[config.mk]
export PLATFORM = sky130hd
export DESIGN_NAME = sorted_list_insert_delete_find
export DESIGN_NICKNAME = d
export VERILOG_FILES = /design/src/hw/rtl/sll_pkg.sv /design/src/hw/rtl/sorted_list_insert_delete_find.sv
export SDC_FILE = /design/constraint.sdc
export NUM_CORES = 2
export LEC_CHECK = 0
export BUFFER_PORTS_ARGS = -buffer_cell sky130_fd_sc_hd__buf_2
export CORE_ASPECT_RATIO = 1.5
export CORE_UTILIZATION = 52
export CTS_CLUSTER_DIAMETER = 200
export DETAILED_ROUTE_END_ITERATION = 12
export PLACE_DENSITY = 0.7
export SETUP_SLACK_MARGIN = 0.4
export SLEW_MARGIN = 20
export SYNTH_ARGS = -nofsm -noshare
export SYNTH_HDL_FRONTEND = slang
export SYNTH_SLANG_ARGS = --single-unit
[constraint.sdc]
create_clock -name clk_i -period 4 [get_ports clk_i]
set_clock_uncertainty 0.05 [all_clocks]
set_input_delay 0.6 -clock clk_i [delete_from_list [all_inputs] [get_ports clk_i]]
set_output_delay 0.6 -clock clk_i [all_outputs]
set_load 0.01 [all_outputs]
[src/hw/rtl/sll_pkg.sv]
package sll_pkg;

  localparam int unsigned Depth    = 64;
  localparam int unsigned IdxW     = $clog2(Depth);
  localparam int unsigned CntW     = $clog2(Depth + 1);
  localparam int unsigned ValW     = 32;

  localparam logic [1:0] ModeInsert = 2'd0;
  localparam logic [1:0] ModeDelete = 2'd1;
  localparam logic [1:0] ModeFind   = 2'd2;
  localparam logic [1:0] ModeNone   = 2'd3;

  localparam logic [2:0] StatOk       = 3'd0;
  localparam logic [2:0] StatNotFound = 3'd1;
  localparam logic [2:0] StatEmpty    = 3'd2;
  localparam logic [2:0] StatFull     = 3'd3;
  localparam logic [2:0] StatNan      = 3'd4;

  typedef struct packed {
    logic [1:0]      mode;
    logic [ValW-1:0] value;
  } sll_in_t;

  typedef struct packed {
    logic [2:0]      status;
    logic [ValW-1:0] found_value;
    logic [6:0]      entry_count;
  } sll_out_t;

  function automatic logic is_nan(input logic [ValW-1:0] b);
    return (b[30:23] == 8'hFF) && (b[22:0] != 23'd0);
  endfunction

  // monotonic unsigned key, both zeros alike
  function automatic logic [ValW-1:0] order_key(input logic [ValW-1:0] b);
    if (b[30:0] == 31'd0) return 32'h8000_0000;
    if (b[31]) return ~b;
    return b | 32'h8000_0000;
  endfunction

endpackage

[src/hw/rtl/sorted_list_insert_delete_find.sv]
// rejected items and no-ops go from idle straight to done; other items first scan
// the entries in order, then an insert or delete shifts the entries behind the found
// position; the scan and the shift both go through the single memory port
// the next item is taken the cycle after the result is loaded; the result has its
// own register, so a waiting result stalls only the finish of the following item
// reset clears the count and control; list contents are not cleared
module sorted_list_insert_delete_find import sll_pkg::*; (
  input  logic     clk_i,
  input  logic     rst_ni,
  input  logic     in_valid_i,
  output logic     in_ready_o,
  input  sll_in_t  in_data_i,
  output logic     out_valid_o,
  input  logic     out_ready_i,
  output sll_out_t out_data_o
);

  typedef enum logic [2:0] {
    StIdle, StSearch, StShiftUp, StShiftDn, StDone
  } state_e;

  logic [ValW-1:0] mem_q [Depth];
  logic [ValW-1:0] rd_q;

  state_e          state_q;
  logic [CntW-1:0] cnt_q;
  logic [CntW-1:0] cnt_d;
  logic [CntW-1:0] idx_q;
  logic [CntW-1:0] pos_q;
  logic            rd_ok_q;
  logic [1:0]      mode_q;
  logic [ValW-1:0] val_q;
  logic [ValW-1:0] key_q;
  logic [2:0]      stat_q;
  logic [ValW-1:0] found_q;
  sll_out_t        res_q;
  logic            out_valid_q;
  logic            out_free;

  logic            mem_we;
  logic [IdxW-1:0] mem_wa;
  logic [ValW-1:0] mem_wd;
  logic [IdxW-1:0] mem_ra;
  logic            rd_en;

  logic [ValW-1:0] rd_key;
  assign rd_key = order_key(rd_q);

  assign in_ready_o  = (state_q == StIdle);
  assign out_valid_o = out_valid_q;
  assign out_data_o  = res_q;
  assign out_free    = !out_valid_q || out_ready_i;

  always_ff @(posedge clk_i) begin
    if (mem_we) mem_q[mem_wa] <= mem_wd;
    if (rd_en)  rd_q <= mem_q[mem_ra];
  end

  // memory port control
  always_comb begin
    mem_we = 1'b0;
    mem_wa = idx_q[IdxW-1:0];
    mem_wd = val_q;
    rd_en  = 1'b0;
    mem_ra = idx_q[IdxW-1:0];
    case (state_q)
      StSearch: begin
        rd_en = 1'b1;
      end
      StShiftUp: begin
        // idx moves down from cnt; read idx-1 then write it to idx
        rd_en  = 1'b1;
        mem_ra = IdxW'(idx_q - CntW'(1));
        if (rd_ok_q) begin
          mem_we = 1'b1;
          mem_wa = IdxW'(idx_q + CntW'(1));
          mem_wd = rd_q;
        end
      end
      StShiftDn: begin
        rd_en  = 1'b1;
        mem_ra = IdxW'(idx_q + CntW'(1));
        if (rd_ok_q) begin
          mem_we = 1'b1;
          mem_wa = IdxW'(idx_q - CntW'(1));
          mem_wd = rd_q;
        end
      end
      StDone: begin
        if (mode_q == ModeInsert && stat_q == StatOk) begin
          mem_we = 1'b1;
          mem_wa = pos_q[IdxW-1:0];
          mem_wd = val_q;
        end
      end
      default: ;
    endcase
  end

  always_comb begin
    cnt_d = cnt_q;
    if (state_q == StDone && stat_q == StatOk) begin
      if (mode_q == ModeInsert) cnt_d = cnt_q + CntW'(1);
      else if (mode_q == ModeDelete) cnt_d = cnt_q - CntW'(1);
    end
  end

  always_ff @(posedge clk_i or negedge rst_ni) begin
    if (!rst_ni) begin
      state_q     <= StIdle;
      cnt_q       <= '0;
      idx_q       <= '0;
      pos_q       <= '0;
      rd_ok_q     <= 1'b0;
      mode_q      <= ModeInsert;
      val_q       <= '0;
      key_q       <= '0;
      stat_q      <= StatOk;
      found_q     <= '0;
      res_q       <= '0;
      out_valid_q <= 1'b0;
    end else begin
      if (state_q == StDone && out_free) out_valid_q <= 1'b1;
      else if (out_ready_i) out_valid_q <= 1'b0;
      case (state_q)
        StIdle: begin
          if (in_valid_i) begin
            mode_q  <= in_data_i.mode;
            val_q   <= in_data_i.value;
            key_q   <= order_key(in_data_i.value);
            idx_q   <= '0;
            rd_ok_q <= 1'b0;
            found_q <= '0;
            if (in_data_i.mode == ModeNone) begin
              stat_q  <= StatOk;
              state_q <= StDone;
            end else if (is_nan(in_data_i.value)) begin
              stat_q  <= StatNan;
              state_q <= StDone;
            end else if (in_data_i.mode == ModeInsert && cnt_q == CntW'(Depth)) begin
              stat_q  <= StatFull;
              state_q <= StDone;
            end else if (in_data_i.mode == ModeDelete && cnt_q == '0) begin
              stat_q  <= StatEmpty;
              state_q <= StDone;
            end else begin
              stat_q  <= StatOk;
              state_q <= StSearch;
            end
          end
        end
        StSearch: begin
          // rd_q holds entry idx-1 when rd_ok_q
          if (rd_ok_q && !(rd_key < key_q)) begin
            pos_q   <= idx_q - CntW'(1);
            rd_ok_q <= 1'b0;
            if (mode_q == ModeInsert) begin
              idx_q   <= cnt_q;
              state_q <= (cnt_q == idx_q - CntW'(1)) ? StDone : StShiftUp;
            end else if (rd_key != key_q) begin
              stat_q  <= StatNotFound;
              state_q <= StDone;
            end else if (mode_q == ModeFind) begin
              found_q <= rd_q;
              state_q <= StDone;
            end else begin
              idx_q   <= idx_q - CntW'(1);
              state_q <= StShiftDn;
            end
          end else if (idx_q == cnt_q) begin
            pos_q   <= cnt_q;
            rd_ok_q <= 1'b0;
            if (mode_q != ModeInsert) stat_q <= StatNotFound;
            state_q <= StDone;
          end else begin
            idx_q   <= idx_q + CntW'(1);
            rd_ok_q <= 1'b1;
          end
        end
        StShiftUp: begin
          // copy entry idx-1 to idx, for idx from cnt down to pos+1
          if (rd_ok_q && idx_q == pos_q) begin
            state_q <= StDone;
          end else begin
            idx_q   <= idx_q - CntW'(1);
            rd_ok_q <= 1'b1;
          end
        end
        StShiftDn: begin
          // copy entry idx+1 to idx, for idx from pos up to cnt-2
          if (idx_q + CntW'(1) == cnt_q) begin
            state_q <= StDone;
          end else begin
            idx_q   <= idx_q + CntW'(1);
            rd_ok_q <= 1'b1;
          end
        end
        StDone: begin
          // wait here while the previous result still sits in the output register
          if (out_free) begin
            cnt_q   <= cnt_d;
            res_q   <= '{status: stat_q, found_value: found_q, entry_count: 7'(cnt_d)};
            state_q <= StIdle;
          end
        end
        default: state_q <= StIdle;
      endcase
    end
  end

endmodule

# [Yosys cells after proc, flatten, opt, wreduce, memory -nomap -nowiden]
# Memories as Yosys holds them, arrays and structs flattened. A register that Yosys moved wholly into a read port is not among the register bits.
# Cells that the tools add are included.
[totals] register_bits=162 ram_bits=2048 word_cells=174 memories=1
[mem_list] memory="mem_q" depth=64 width=32 read_ports=1 rd_clocked_by_memory_dff=1 wr=1 line="sorted_list_insert_delete_find.sv:22" source="logic [ValW-1:0] mem_q [Depth];"
[classes] n_addsub=4 n_lt_le_gt_ge=1 eq_ne=32 n_mux=85 bitwise_logic=2 reduce_logical=36
[ops] cell="32-bit two-way mux" n=15
[ops] cell="7-bit two-way mux" n=13
[ops] cell="3-bit two-way mux" n=22
[ops] cell="32-bit inverter" n=2
[ops] cell="32-bit one-hot mux with 2 select lines" n=1
[ops] cell="31-bit zero test" n=2
[ops] cell="32-bit < comparator" n=1
[ops] cell="32-bit != test" n=1
[ops] cell="7-bit == test" n=4
[ops] cell="7-bit one-hot mux with 4 select lines" n=1
[ops] cell="23-bit nonzero test" n=1
[ops] cell="1-bit two-way mux" n=22
[ops] cell="2-bit != test (second input constant)" n=10
[ops] cell="6-bit two-way mux" n=3
[ops] cell="6-bit one-hot mux with 3 select lines" n=1
[ops] cell="3-bit != test (second input constant)" n=5
[ops] cell="3-bit one-hot mux with 5 select lines" n=1
[ops] cell="7-bit by 1-bit adder with 7-bit output (second input constant)" n=2
[ops] cell="7-bit by 1-bit subtractor with 7-bit output (second input constant)" n=2
[ops] cell="6-bit one-hot mux with 2 select lines" n=1
[ops] cell="6-bit AND reduction" n=2
[ops] cell="2-bit nonzero test" n=5
[ops] cell="8-bit == test (second input constant)" n=1
[ops] cell="1-bit logical AND" n=8
[ops] cell="23 further kinds" n=34

# [Longest topological paths before layout]
[depth] depth_word=10 mapped_depth=15 ltp_nobuf=13

# [Worst setup path after synthesis]
# Ideal clock, no wire load.
[synth_timing] kind="register -> register" start="register idx_q[0]" end="memory mem_q[10][0] (enable)" setup_ps=421 arrival_time_ps=3906 t_required_ps=3529 slack_ps=-377 path_stages_with_launch=13 synth_period_minus_slack_ps=4377 path_cell_list="dfrtp_1 -> buf_6 -> inv_1 -> ha_1 -> clkbuf_1 -> or3b_2 -> nor2_1 -> a21oi_1 -> o211a_1 -> a211oi_1 -> nor2b_1 -> nand2_1 -> nor2_1"
[synth_between] elab_chain_cells=3 word_cells_on_any_way=6 classes_between="add/sub: 2; mux: 4"
[synth_rtl] item="start, declared" line="sorted_list_insert_delete_find.sv:28" source="logic [CntW-1:0] idx_q;"
[synth_rtl] item="start signal, assigned" line="sorted_list_insert_delete_find.sv:158" source="idx_q <= cnt_q;"
[synth_rtl] item="start signal, assigned" line="sorted_list_insert_delete_find.sv:167" source="idx_q <= idx_q - CntW'(1);"
[synth_rtl] item="start signal, assigned" line="sorted_list_insert_delete_find.sv:176" source="idx_q <= idx_q + CntW'(1);"
[synth_rtl] item="7-bit by 1-bit subtractor with 7-bit output / 7-bit by 1-bit adder with 7-bit output (equally long branches)"
[synth_rtl] item="6-bit two-way mux (on tied branches)" line="sorted_list_insert_delete_find.sv:83, sorted_list_insert_delete_find.sv:74"
[synth_rtl] item="6-bit one-hot mux with 3 select lines *" line="sorted_list_insert_delete_find.sv:66" source="case (state_q)"
[synth_rtl] item="end, declared" line="sorted_list_insert_delete_find.sv:22"
# Mark *: on every way between the ends. The rest lies on a longest branch, timed or not.

# [Worst setup path in the final report]
[layout_timing] start="register rd_q[30], read port of mem_q" end="register idx_q[0]"
[layout_between] elab_chain_cells=9 word_cells_on_any_way=16 classes_between="order compare: 1; eq/ne: 4; mux: 6; bitwise: 1; reduce/logical: 4"
[layout_rtl] item="start, declared" line="sorted_list_insert_delete_find.sv:23" source="logic [ValW-1:0] rd_q;"
[layout_rtl] item="parallel branches: the longest is 3 deep, another holds 31-bit zero test"
[layout_rtl] item="32-bit two-way mux *" line="sll_pkg.sv:37" source="if (b[31]) return ~b;"
[layout_rtl] item="32-bit < comparator" line="sorted_list_insert_delete_find.sv:154" source="if (rd_ok_q && !(rd_key < key_q)) begin"
[layout_rtl] item="1-bit zero test" line="sorted_list_insert_delete_find.sv:154"
[layout_rtl] item="1-bit logical AND" line="sorted_list_insert_delete_find.sv:154"
[layout_rtl] item="4-bit != test (no source line), or another cell as far along"
[layout_rtl] item="7-bit AND reduction (no source line) / 7-bit one-hot mux with 4 select lines (equally long branches)"
# Every way passes the cells marked *.
# A chain may end at the register's enable or synchronous reset.

==> metrics <==
max_cap viols=0; cell family with most CP delay=compound AO/OA/AOI/OAI gates; worst setup path category=flop to flop; Synthesized Nets=4,127; HP Start=in_data_i[11]; Pins Over Slew Limit=0; Least-Margin Pin Slew=1110 ps; Yosys reg bits=2,242; number of buffers and inverters on the critical path=6; Main synth FF type=edfxtp_1; CTS Buf Count=186; iteration count of the initial detailed-routing pass=5; Syn. warnings=0; DP Cell Count=6,496; drt total wl=218,000 um; worst hold-check path type=primary input to flop; Arrival @ worst endpoint=4960 ps; Crit path top cell by count=buf_4; Slowest Stage Delay on Critical Path=440 ps; unrepaired setup endpoints after global routing=yes; worst-path fanout max=8; via count=43.9k; total power draw=76.6 mW; most frequent cells in the layout=edfxtp_1, mux4_2, buf_4; DRT iter0 DRCs=4,701; dpl hpwl=124,000 um; reg2reg start=rd_q[30]; hold_ws=52.1 ps; PwrDens=734 nW/um2; core area=169,000 um2; Layout area overhead=18.0%; RD Place Congestion=0.886; mapped cell area=88,500 um2; DRC violations left=0; clock tree sinks=2,242; Pleak=34.7 nW; R2R depth=19; FP Rows=185; hold depth=2; failing checks=setup timing; post-synth top area share=70.6%; DIE HEIGHT=507 um; async set or reset register ratio after synthesis=7.23%; grt ovf=0; Post-Route Setup TNS=-9300 ps; vias in the first global route=44.9k; GRT met1 Usage=31.1%; vias per inst=6.30; Slew headroom=25.7%; H-tree depth=4; Synth area leader=edfxtp_1; Top Ports=82; grt peak-use layer=met2; gr usage total=24.9%; Max Root-Sink Buffers=3; full die area=172,000 um2; Buffers on Ports=81; VDD IR max=0.567 mV; syn_area_per_cell=21.9 um2; Worst Setup Start Kind=flop; status=finished with violations; Distinct cells, synth=71; DP Worst Slack=-440 ps; Setup crit start=rd_q[30]; grt met2 use=45.2%; Post-synth EDFFs=2,080; drt wl/cell=31.3 um; worst setup margin=-315 ps; M3 GR Usage=3.43%; f_max=232 MHz; Final setup viols=52; CTS tree=done; Initial Utilization=52.3%; CP Cell Sequence=nor4_4, nand4_1, buf_4, nor2_4, buf_8, nor2_4, ha_4, a21oi_1, o21ai_2, a221oi_2, buf_4, a31oi_4, buf_6, buf_4, buf_6, o211a_1, o32a_1, and3_1, a311o_1; Crit path depth=19; RR Endpoint=idx_q[0]; root buffer cell=clkbuf_16; final cell count without fillers=6,972; first-pass GRT wire length=309,000 um; Worst setup endpoint=idx_q[0]; Worst R2R Setup Slack=-320 ps; CTS clk-pin slew, worst paths=70 ps; clock latency on the worst-skew pair=830 ps; DIE WIDTH=339 um; post-synthesis cell count=4,049; nets=4,651; pin count of the biggest net entering global routing=102; slowest CP cell=edfxtp_1; post-synthesis sequential area ratio=75.1%; most common cell after layout, fill and taps aside=edfxtp_1; Tmin final=4320 ps; Routed Antenna Nets=0; final hold viol count=0; share of layout cells above drive strength 1=36.5%; CP endpoint kind=flop; antenna violations before repair=8; fin crit share=108%; top cells by area, synth=edfxtp_1, mux4_2, dfrtp_1; CP required=4640 ps
state kept, by name, summed over array words and instances, names as in the netlist, 2 cells and up:
| signal | flops |
|---|---|
| out_data_o | 42 |
| key_q | 32 |
| rd_q | 32 |
| val_q | 32 |
| found_q | 32 |
| state_q | 3 |
| stat_q | 3 |
| mode_q | 2 |
| mem_q | 2048 |
| idx_q | 7 |
| pos_q | 7 |
synthesized netlist by cell type (3+ instances only):
cell type	count
a221o_1	3
dfrtp_1	162
a211o_1	4
nand3_1	15
a211oi_1	5
inv_1	73
buf_4	4
nand2b_1	8
buf_2	71
a2bb2oi_1	3
nor4_1	18
nand4_1	17
a31o_2	3
buf_1	20
nor3_1	18
a21o_1	4
xnor2_1	88
or3_1	4
mux2_2	80
o31ai_1	3
mux2i_1	44
nand2_1	149
ha_1	39
o211a_1	4
o2bb2ai_1	4
o21a_1	3
clkbuf_1	117
edfxtp_1	2080
and2_1	4
a21oi_1	31
and3_1	5
nor2_1	130
buf_6	4
a31oi_1	4
xor2_1	15
mux4_2	672
nor2b_1	6
o21ai_0	94
metal layers:
layer  wire (um)  share of wire [%]
met1       78500                 36
met2      117000                 54
met3       15000                6.9
met4        7310                3.4
met5          27              0.012
stage by stage:
stage | instance area, um2 | utilization, %
after floorplan | 88800 | -
after global placement | 95300 | 56.3
after detailed placement | 95300 | 56.3
after CTS | 103000 | 61.0
after global routing | 104000 | 61.7
final | 104000 | 61.7
area by class of cell:
cell class | count | area (um2)
repair buffers | 552 | 6840
multi-input cells | 1517 | 22000
diodes | 1 | 2.50
flip-flops and latches | 2242 | 66500
clock buffers | 232 | 4900
clock inverters | 110 | 1100
fillers | 11100 | 64800
well taps | 2244 | 2810
inverters | 74 | 278
timing repair:
item / 4_1_cts / 5_1_grt
hold buffers: 11 / 0
gates resized for setup: 141 / 91
hold endpoints to repair: 109 / 0
setup endpoints to repair: 419 / 176
buffers inserted: 54 / 24
pin swaps: 35 / 35
gates cloned: 22 / 22
kinds of logic after synthesis:
kind of cell | synth area share (%)
AO/OA/AOI/OAI | 1.36
XOR/XNOR | 1.02
adder cells (fa/ha/maj) | 0.574
buffers and inverters | 1.38
flip-flops | 75.1
multiplexers | 18.6
AND/OR/NAND/NOR | 1.91
power breakdown:
group	switching, mW	internal, mW	total, mW
registers	0.619	30.2	30.8
clock network	8.36	9.69	18.1
logic	14.8	13.0	27.8
total	23.8	52.8	76.6
worst min-delay path by stage:
stage | to | slack, ps
floorplan | found_q[0] | 250
global placement | out_data_o[25] | 410
detailed placement | out_data_o[29] | 420
CTS | val_q[11] | 2
global route | val_q[11] | 40
finish | val_q[11] | 50
Power figures use the tool's default switching activity.
